===== src/design/spot_pkg.sv =====
// Shared types, constants and helpers for the shape pair overlap test core.
// Used by spot_front, spot_queue, spot_back and shape_pair_overlap_test_core.
package spot_pkg;

   localparam int COORD_BITS      = 16;
   // doubled edges grown by a doubled radius need three extra bits
   localparam int EDGE_BITS       = COORD_BITS + 3;
   localparam int DIST_BITS       = COORD_BITS + 2;
   localparam int SQ_BITS         = 2 * DIST_BITS;
   localparam int QUEUE_DEPTH_DEF = 4;

   typedef enum logic [1:0] {
      PAIR_RECT   = 2'd0,
      PAIR_MIXED  = 2'd1,
      PAIR_CIRCLE = 2'd2
   } pair_type;

   typedef struct packed {
      logic                         first_is_circle;
      logic signed [COORD_BITS-1:0] first_center_x;
      logic signed [COORD_BITS-1:0] first_center_y;
      logic [COORD_BITS-1:0]        first_size_x;
      logic [COORD_BITS-1:0]        first_size_y;
      logic                         second_is_circle;
      logic signed [COORD_BITS-1:0] second_center_x;
      logic signed [COORD_BITS-1:0] second_center_y;
      logic [COORD_BITS-1:0]        second_size_x;
      logic [COORD_BITS-1:0]        second_size_y;
   } req_type;

   typedef struct packed {
      logic     overlap;
      pair_type pair_case;
      logic     by_corner;
   } rsp_type;

   // classified item: distances for the square tests plus the flat result
   typedef struct packed {
      pair_type             pair_case;
      logic [DIST_BITS-1:0] dist_x0;
      logic [DIST_BITS-1:0] dist_x1;
      logic [DIST_BITS-1:0] dist_y0;
      logic [DIST_BITS-1:0] dist_y1;
      logic [DIST_BITS-1:0] radius;
      logic                 flat_hit;
   } cmd_type;

   function automatic logic signed [EDGE_BITS-1:0] to_edge(
      input logic signed [COORD_BITS-1:0] c);
      return EDGE_BITS'(c);
   endfunction

   function automatic logic signed [EDGE_BITS-1:0] size_to_edge(
      input logic [COORD_BITS-1:0] s);
      return $signed(EDGE_BITS'(s));
   endfunction

   function automatic logic [DIST_BITS-1:0] abs_diff(
      input logic signed [EDGE_BITS-1:0] a,
      input logic signed [EDGE_BITS-1:0] b);
      logic signed [EDGE_BITS-1:0] d;
      d = a - b;
      if (d < 0) begin
         d = -d;
      end
      return d[DIST_BITS-1:0];
   endfunction

endpackage


===== src/design/spot_front.sv =====
// Front end: orders the pair rectangle first, classifies it and forms edges,
// distances and the span tests. Depends on spot_pkg.
module spot_front (
   input  spot_pkg::req_type req_data,
   output spot_pkg::cmd_type cmd_data
);
   import spot_pkg::*;

   logic                         swap;
   logic                         a_circ;
   logic                         b_circ;
   logic signed [EDGE_BITS-1:0]  ax, ay, bx, by;
   logic signed [EDGE_BITS-1:0]  asx, asy, bsx, bsy;
   logic signed [EDGE_BITS-1:0]  l1, r1, b1, t1;
   logic signed [EDGE_BITS-1:0]  l2, r2, b2, t2;
   logic signed [EDGE_BITS-1:0]  px, py, rad;
   logic                         rect_hit;
   logic                         in_x, in_y, grown;
   pair_type                     kind;

   always_comb begin
      // put a lone circle second
      swap   = req_data.first_is_circle & ~req_data.second_is_circle;
      a_circ = swap ? req_data.second_is_circle : req_data.first_is_circle;
      b_circ = swap ? req_data.first_is_circle  : req_data.second_is_circle;
      ax  = to_edge(swap ? req_data.second_center_x : req_data.first_center_x);
      ay  = to_edge(swap ? req_data.second_center_y : req_data.first_center_y);
      bx  = to_edge(swap ? req_data.first_center_x  : req_data.second_center_x);
      by  = to_edge(swap ? req_data.first_center_y  : req_data.second_center_y);
      asx = size_to_edge(swap ? req_data.second_size_x : req_data.first_size_x);
      asy = size_to_edge(swap ? req_data.second_size_y : req_data.first_size_y);
      bsx = size_to_edge(swap ? req_data.first_size_x  : req_data.second_size_x);
      bsy = size_to_edge(swap ? req_data.first_size_y  : req_data.second_size_y);

      if (a_circ && b_circ) begin
         kind = PAIR_CIRCLE;
      end else if (a_circ || b_circ) begin
         kind = PAIR_MIXED;
      end else begin
         kind = PAIR_RECT;
      end

      l1 = (ax <<< 1) - asx;
      r1 = (ax <<< 1) + asx;
      b1 = (ay <<< 1) - asy;
      t1 = (ay <<< 1) + asy;
      l2 = (bx <<< 1) - bsx;
      r2 = (bx <<< 1) + bsx;
      b2 = (by <<< 1) - bsy;
      t2 = (by <<< 1) + bsy;
      rect_hit = (l1 < r2) && (l2 < r1) && (b1 < t2) && (b2 < t1);

      px    = bx <<< 1;
      py    = by <<< 1;
      rad   = bsx <<< 1;
      in_x  = (px > l1) && (px < r1);
      in_y  = (py > b1) && (py < t1);
      grown = (px > l1 - rad) && (px < r1 + rad) &&
              (py > b1 - rad) && (py < t1 + rad);

      cmd_data.pair_case = kind;
      case (kind)
         PAIR_CIRCLE: begin
            cmd_data.dist_x0  = abs_diff(ax, bx);
            cmd_data.dist_x1  = '0;
            cmd_data.dist_y0  = abs_diff(ay, by);
            cmd_data.dist_y1  = '0;
            cmd_data.radius   = DIST_BITS'(asx + bsx);
            cmd_data.flat_hit = 1'b0;
         end
         PAIR_MIXED: begin
            cmd_data.dist_x0  = abs_diff(px, l1);
            cmd_data.dist_x1  = abs_diff(px, r1);
            cmd_data.dist_y0  = abs_diff(py, b1);
            cmd_data.dist_y1  = abs_diff(py, t1);
            cmd_data.radius   = DIST_BITS'(rad);
            cmd_data.flat_hit = (in_x || in_y) && grown;
         end
         default: begin
            cmd_data.dist_x0  = '0;
            cmd_data.dist_x1  = '0;
            cmd_data.dist_y0  = '0;
            cmd_data.dist_y1  = '0;
            cmd_data.radius   = '0;
            cmd_data.flat_hit = rect_hit;
         end
      endcase
   end

endmodule


===== src/design/spot_queue.sv =====
// Small first-in first-out queue of classified items between front and back.
// Depends on spot_pkg.
module spot_queue #(
   parameter int DEPTH = spot_pkg::QUEUE_DEPTH_DEF
) (
   input  logic              clock,
   input  logic              reset,
   input  logic              push,
   input  spot_pkg::cmd_type push_data,
   output logic              full,
   input  logic              pop,
   output spot_pkg::cmd_type pop_data,
   output logic              empty
);
   import spot_pkg::*;

   localparam int IW = (DEPTH > 1) ? $clog2(DEPTH) : 1;
   localparam int CW = $clog2(DEPTH + 1);

   cmd_type         entry_ff [DEPTH];
   logic [IW-1:0]   wr_ptr_ff, wr_ptr_in;
   logic [IW-1:0]   rd_ptr_ff, rd_ptr_in;
   logic [CW-1:0]   count_ff, count_in;

   assign full     = (count_ff == CW'(DEPTH));
   assign empty    = (count_ff == '0);
   assign pop_data = entry_ff[rd_ptr_ff];

   always_comb begin
      wr_ptr_in = wr_ptr_ff;
      rd_ptr_in = rd_ptr_ff;
      count_in  = count_ff;
      if (push) begin
         wr_ptr_in = (wr_ptr_ff == IW'(DEPTH - 1)) ? '0 : wr_ptr_ff + 1'b1;
      end
      if (pop) begin
         rd_ptr_in = (rd_ptr_ff == IW'(DEPTH - 1)) ? '0 : rd_ptr_ff + 1'b1;
      end
      if (push && !pop) begin
         count_in = count_ff + 1'b1;
      end else if (pop && !push) begin
         count_in = count_ff - 1'b1;
      end
   end

   always_ff @(posedge clock) begin
      if (reset) begin
         wr_ptr_ff <= '0;
         rd_ptr_ff <= '0;
         count_ff  <= '0;
      end else begin
         wr_ptr_ff <= wr_ptr_in;
         rd_ptr_ff <= rd_ptr_in;
         count_ff  <= count_in;
      end
   end

   always_ff @(posedge clock) begin
      if (push) begin
         entry_ff[wr_ptr_ff] <= push_data;
      end
   end

   a_no_overflow: assert property (@(posedge clock) disable iff (reset)
      push |-> (!full || pop))
      else $error("queue written while full");

   a_no_underflow: assert property (@(posedge clock) disable iff (reset)
      pop |-> !empty)
      else $error("queue read while empty");

   a_count_tracks: assert property (@(posedge clock) disable iff (reset)
      (push && !pop && !full) |=> !empty)
      else $error("queue lost a written entry");

endmodule


===== src/design/spot_back.sv =====
// Back end: squares the distances and radius, compares, and holds the result
// in the output register. Depends on spot_pkg.
module spot_back (
   input  logic              clock,
   input  logic              reset,
   input  logic              cmd_valid,
   input  spot_pkg::cmd_type cmd_data,
   output logic              cmd_pop,
   output logic              rsp_valid,
   input  logic              rsp_stall,
   output spot_pkg::rsp_type rsp_data
);
   import spot_pkg::*;

   logic                 advance;
   logic                 sq_valid_ff;
   pair_type             sq_case_ff;
   logic                 sq_flat_ff;
   logic [SQ_BITS-1:0]   sq_x0_ff, sq_x1_ff, sq_y0_ff, sq_y1_ff, sq_rad_ff;
   logic                 near_00, near_01, near_10, near_11;
   logic                 corner_hit;
   logic                 rsp_valid_ff;
   rsp_type              rsp_data_ff, rsp_data_in;

   // move everything forward unless a finished result is held
   assign advance = !rsp_valid_ff || !rsp_stall;
   assign cmd_pop = advance && cmd_valid;

   always_ff @(posedge clock) begin
      if (reset) begin
         sq_valid_ff  <= 1'b0;
         rsp_valid_ff <= 1'b0;
      end else if (advance) begin
         sq_valid_ff  <= cmd_valid;
         rsp_valid_ff <= sq_valid_ff;
      end
   end

   always_ff @(posedge clock) begin
      if (advance) begin
         sq_case_ff  <= cmd_data.pair_case;
         sq_flat_ff  <= cmd_data.flat_hit;
         sq_x0_ff    <= SQ_BITS'(cmd_data.dist_x0) * SQ_BITS'(cmd_data.dist_x0);
         sq_x1_ff    <= SQ_BITS'(cmd_data.dist_x1) * SQ_BITS'(cmd_data.dist_x1);
         sq_y0_ff    <= SQ_BITS'(cmd_data.dist_y0) * SQ_BITS'(cmd_data.dist_y0);
         sq_y1_ff    <= SQ_BITS'(cmd_data.dist_y1) * SQ_BITS'(cmd_data.dist_y1);
         sq_rad_ff   <= SQ_BITS'(cmd_data.radius) * SQ_BITS'(cmd_data.radius);
         rsp_data_ff <= rsp_data_in;
      end
   end

   always_comb begin
      near_00 = ({1'b0, sq_x0_ff} + {1'b0, sq_y0_ff}) < {1'b0, sq_rad_ff};
      near_01 = ({1'b0, sq_x0_ff} + {1'b0, sq_y1_ff}) < {1'b0, sq_rad_ff};
      near_10 = ({1'b0, sq_x1_ff} + {1'b0, sq_y0_ff}) < {1'b0, sq_rad_ff};
      near_11 = ({1'b0, sq_x1_ff} + {1'b0, sq_y1_ff}) < {1'b0, sq_rad_ff};
      corner_hit = near_00 || near_01 || near_10 || near_11;

      rsp_data_in.pair_case = sq_case_ff;
      case (sq_case_ff)
         PAIR_CIRCLE: begin
            rsp_data_in.overlap   = near_00;
            rsp_data_in.by_corner = 1'b0;
         end
         PAIR_MIXED: begin
            rsp_data_in.overlap   = corner_hit || sq_flat_ff;
            rsp_data_in.by_corner = corner_hit;
         end
         default: begin
            rsp_data_in.overlap   = sq_flat_ff;
            rsp_data_in.by_corner = 1'b0;
         end
      endcase
   end

   assign rsp_valid = rsp_valid_ff;
   assign rsp_data  = rsp_data_ff;

   a_corner_implies_hit: assert property (@(posedge clock) disable iff (reset)
      (rsp_valid_ff && rsp_data_ff.by_corner) |->
         (rsp_data_ff.overlap && rsp_data_ff.pair_case == PAIR_MIXED))
      else $error("corner flag without a rectangle-circle hit");

   a_pop_needs_room: assert property (@(posedge clock) disable iff (reset)
      cmd_pop |-> (!rsp_valid_ff || !rsp_stall))
      else $error("queue popped while output held");

endmodule


===== src/design/shape_pair_overlap_test_core.sv =====
// Shape pair overlap test: accepts one pair of shapes (rectangle or circle
// each) per clock while req_stall is low and returns one overlap result per
// pair, in order. A pair is classified in the same cycle it is accepted and
// written to a small queue; a result then passes the queue entry, the
// squaring stage and the output register. Sustained rate is one pair per
// cycle while the output is not stalled, set by the single pipelined squaring
// stage. The queue (DEPTH entries) lets the input side keep transferring
// while the output is stalled; req_stall rises only when it is full.
// Depends on spot_pkg, spot_front, spot_queue and spot_back.
module shape_pair_overlap_test_core #(
   parameter int QUEUE_DEPTH = spot_pkg::QUEUE_DEPTH_DEF
) (
   input  logic              clock,
   input  logic              reset,
   input  logic              req_valid,
   output logic              req_stall,
   input  spot_pkg::req_type req_data,
   output logic              rsp_valid,
   input  logic              rsp_stall,
   output spot_pkg::rsp_type rsp_data
);
   import spot_pkg::*;

   cmd_type front_cmd;
   cmd_type queue_head;
   logic    queue_full;
   logic    queue_empty;
   logic    queue_push;
   logic    queue_pop;

   assign req_stall  = queue_full;
   assign queue_push = req_valid && !queue_full;

   spot_front u_front (
      .req_data (req_data),
      .cmd_data (front_cmd)
   );

   spot_queue #(
      .DEPTH (QUEUE_DEPTH)
   ) u_queue (
      .clock     (clock),
      .reset     (reset),
      .push      (queue_push),
      .push_data (front_cmd),
      .full      (queue_full),
      .pop       (queue_pop),
      .pop_data  (queue_head),
      .empty     (queue_empty)
   );

   spot_back u_back (
      .clock     (clock),
      .reset     (reset),
      .cmd_valid (!queue_empty),
      .cmd_data  (queue_head),
      .cmd_pop   (queue_pop),
      .rsp_valid (rsp_valid),
      .rsp_stall (rsp_stall),
      .rsp_data  (rsp_data)
   );

endmodule

===== config.mk =====
export PLATFORM = sky130hd
export DESIGN_NAME = shape_pair_overlap_test_core
export DESIGN_NICKNAME = d
export VERILOG_FILES = /design/src/design/spot_pkg.sv /design/src/design/spot_front.sv /design/src/design/spot_queue.sv /design/src/design/spot_back.sv /design/src/design/shape_pair_overlap_test_core.sv
export SDC_FILE = /design/constraint.sdc
export NUM_CORES = 2
export LEC_CHECK = 0
export BUFFER_PORTS_ARGS = -buffer_cell sky130_fd_sc_hd__buf_2
export CAP_MARGIN = 0
export CORE_UTILIZATION = 45
export DETAILED_ROUTE_END_ITERATION = 10
export PLACE_DENSITY_LB_ADDON = 0.12
export SETUP_SLACK_MARGIN = 0.2
export SYNTH_ARGS = -nofsm -noshare
export SYNTH_HDL_FRONTEND = slang
export SYNTH_HIERARCHICAL = 1
export SYNTH_SLANG_ARGS = --single-unit
export TNS_END_PERCENT = 20

===== constraint.sdc =====
create_clock -name clock -period 10.1 [get_ports clock]
set_input_delay 2.02 -clock clock [delete_from_list [all_inputs] [get_ports clock]]
set_output_delay 2.02 -clock clock [all_outputs]
set_load 0.1 [all_outputs]

==> results.md <==
Run:
- The number of maximum-capacitance violations is 0.

Layout:
- Registers take around 17000 µm².
- Counting the fill cells in the layout gives roughly 20000.
- The area added between synthesis and finish is 6.09%.
- The final net count is 12600.
- The share of post-route cells with drive strength above 1 is under 10%.
- The combined area of the multi-input logic cells is 70300 µm².

Yosys:
- The cell taking the most area after synthesis is sky130_fd_sc_hd__fa_1.
- The post-synthesis sequential element count is between 500 and 600.
- The most used flip-flop cell after synthesis is sky130_fd_sc_hd__edfxtp_1.
- The proportion of register bits with asynchronous set or reset after synthesis is 0%.
- When the netlist entered floorplanning its net count stood at ~13000.
- By instance count, the leading cell after synthesis is sky130_fd_sc_hd__inv_1.
- Sorting the synthesized cells by how often they occur yields sky130_fd_sc_hd__inv_1 (1968), sky130_fd_sc_hd__ha_1 (1271), sky130_fd_sc_hd__fa_1 (1114), sky130_fd_sc_hd__nand2_1 (724), sky130_fd_sc_hd__edfxtp_1 (554).
- The cell count after synthesis came out at ~10000.
- Of the synthesized area, sequential elements account for 17.7%.
- The synthesized design contains 554 enable-type register cells.
- By area the synthesized netlist is led by sky130_fd_sc_hd__fa_1 (23%), sky130_fd_sc_hd__edfxtp_1 (17%), sky130_fd_sc_hd__ha_1 (17%).
- The cell area after synthesis is roughly 95000 µm².
- During synthesis, Yosys emitted a total of 6 warnings.
- The proportion of netlist area held by the largest area contributor is a little under a quarter.
- Dividing the synthesized area by the synthesized cell count gives about 9.5 µm².
- Yosys mapped the design onto 105 distinct sky130hd cell types.

Clock network:
- The buffer depth of the longest clock path is 3.
- The CTS tree is built.
- At the later pin of the worst-skew pair, clock insertion delay measures about 0.67 ns.
- The CTS H-tree depth is 2.
- The buffer count from post-CTS setup fixing is 0.
- The count of cells resized by post-cts repair is 0.
- For this design, the sink count on the clock tree is approximately 570.
- The clock root buffer is sky130_fd_sc_hd__clkbuf_16.
- The clock-pin slew reported for the worst setup and hold paths after clock tree synthesis is about 0.06 ns.
- The post-cts hold buffer count is 0.
- The number of CTS-inserted buffers is 59.

Critical path:
- The data arrival time of the critical path is 9.19 ns.
- The worst path required time is between 10 and 15 ns.
- Among the stages of the critical path, the cell type that occurs most often is sky130_fd_sc_hd__ha_1.
- The element type at the critical path start is a primary input.
- The critical path class is in -> reg.
- The worst setup path is captured at a flip-flop.
- The delay contributed by the slowest stage of the critical path is roughly 0.62 ns.
- The cell with the largest stage delay on the worst path is sky130_fd_sc_hd__buf_4.
- Of all nets on the critical path, the largest fanout is 64.

GRT:
- Entering global routing, the biggest net connects 65 pins.
- The first-pass GRT wire length is ~410000 µm.
- Global routing finished with a remaining overflow of 0.
- Across every metal layer, demand over resource in global routing totals between 20% and 30%.
- The number of antenna violations at the first check in global routing is 5.
- The via count of the first global-routing pass is roughly 73000.

Drt:
- Summing over every cut layer, the via total after detailed routing is approximately 70000.
- The length of the first detailed-routing pass in iterations is 5.
- The routed design has ~260000 µm of wire.
- In this run the remaining antenna-violating nets after routing total 0.
- For this run, design rule violations remaining after detail routing come to 0.
- After the first detailed-routing iteration, the DRC count stood at around 3800.
- After detailed routing, the average wire length per cell comes to ~20 µm.
- The mean number of vias per cell is about 5.4.

STA:
- The final-report setup violation count is 0.
- The final clock skew is approximately 0.017 ns.
- The worst path in the final design needs a cycle of 8.82 ns, including I/O delays and setup.
- The final-report hold violation count was 0.
- Dividing the final minimum period by the clock period gives 87.3%.
- The slew of the pin with the lowest slew margin is 1.30 ns.
- Setup repair after global routing left no endpoint under its margin.
- The post-route setup TNS is 0 ns.
- The count of pins over their slew limit is 0.
- The worst pin sits at a relative slew slack of 10.8%.
- Timing would allow up to approximately 110 MHz.

Placed design:
- The final weighted congestion in routability-driven placement is 0.971.
- The count of buffers added on input and output ports is 139.
- The detailed placer's ending HPWL is roughly 220000 µm.

Floorplanning:
- The die extent in x is 463 µm.
- During I/O placement, the number of pins put on the boundary was 140.
- The number of rows created at floorplan is around 170.
- The initial standard-cell utilization of the core is 45.4%.
- The floorplan step defined a die boundary enclosing roughly 210000 µm².
- The overall die height is around 460 µm.
- The standard cell core area is around 210000 µm².

Run status:
- The run finished with clean final reports.

Worst hold path:
- The class of the most critical hold timing path is reg -> reg.
[logic make-up (layout without fill, tap and decap cells)]
group / count (synthesis) / count (layout) / share of synthesized area (%)
adders and majority gates: 2423 / 2423 / 40.4
and+or+nand+nor: 2284 / 2284 / 11.8
buffers and inverters: 2203 / 2295 / 8.77
AOI/OAI and AO/OA: 1700 / 1700 / 11.9
xor gates and xnor gates: 630 / 630 / 5.79
DFF: 565 / 565 / 17.7
muxes: 228 / 228 / 3.73
other: 1 / 6 / 0.00393
[final timing paths]
path | start | endpoint | slack [ns] | cells after the start
min reg2reg | u_back/sq_valid_ff | u_back/sq_valid_ff | 0.49 | 2
max | req_data[64] | u_queue/entry_ff[0][0] | 1.28 | 29
max reg2reg | flip-flop | u_back/sq_y0_ff[35] | 1.41 | 25
min | u_back/sq_valid_ff | u_back/sq_valid_ff | 0.49 | 2
[flip-flops by register name, indices dropped and copies added, names as in the netlist, 3 cells and up, named ones only]
signal            flops
u_back/sq_y0_ff      35
u_queue/entry_ff    372
u_back/sq_x0_ff      35
u_back/sq_y1_ff      35
u_back/sq_rad_ff     35
u_queue/count_ff      3
u_back/sq_x1_ff      35
u_back/rsp_data       4
[routing by layer]
metal  track usage, %  up-vias  wire [µm]
li1                 -    33600          -
met1             32.0    35200     115000
met2             43.4     1382     130000
met3             1.63      304       8570
met4             7.49        0       8810
met5                0        -          0
[critical path: cells and delay by family]
family / cells / cell delay [ns]
xor gates and xnor gates: 1 / 0.35
buffers and inverters: 5 / 1.26
adders and majority gates: 4 / 1.13
muxes: 2 / 0.80
and+or+nand+nor: 1 / 0.28
AOI/OAI and AO/OA: 16 / 3.32
[layout make-up]
type	instances	share of cell area (%)
antenna	5	0.0124
clock buffer	74	1.53
clock inverter	37	0.406
inverter	1972	7.31
multi-input combinational	7266	69.4
sequential	565	16.6
tap	2805	3.46
timing repair buffer	212	1.23
[cell usage in the layout (no fill, tap or decap), types with 97 or more instances in the layout]
cell | netlist | routed
sky130_fd_sc_hd__nor3_1 | 128 | 128
sky130_fd_sc_hd__edfxtp_1 | 554 | 554
sky130_fd_sc_hd__and2_1 | 359 | 355
sky130_fd_sc_hd__inv_1 | 1968 | 1968
sky130_fd_sc_hd__ha_1 | 1271 | 1270
sky130_fd_sc_hd__nor2_1 | 451 | 451
sky130_fd_sc_hd__nand3_1 | 114 | 114
sky130_fd_sc_hd__xnor2_1 | 429 | 429
sky130_fd_sc_hd__fa_1 | 1114 | 1114
sky130_fd_sc_hd__o21ai_0 | 285 | 276
sky130_fd_sc_hd__xor2_1 | 200 | 200
sky130_fd_sc_hd__nor2b_1 | 122 | 122
sky130_fd_sc_hd__a21oi_1 | 422 | 422
sky130_fd_sc_hd__o21bai_1 | 97 | 97
sky130_fd_sc_hd__nand2_1 | 724 | 723
sky130_fd_sc_hd__a21o_1 | 241 | 241
sky130_fd_sc_hd__buf_2 | 17 | 139
[through the flow]
step                hold slack (ns)  setup slack (ns)  utilization (%)  area (µm²)  std cells
floorplan                     0.437             0.347                -       95500      10000
global placement              0.453             0.802             47.3       99300      12800
detailed placement            0.471             0.724             47.3       99300      12800
CTS                           0.486              1.38             48.2      101000      12900
global route                  0.532             0.527             48.2      101000      12900
finish                        0.487              1.28             48.2      101000      12900
Power is not shown: default switching activity piles up to over one toggle a cycle in this logic, so the estimate is an artifact.
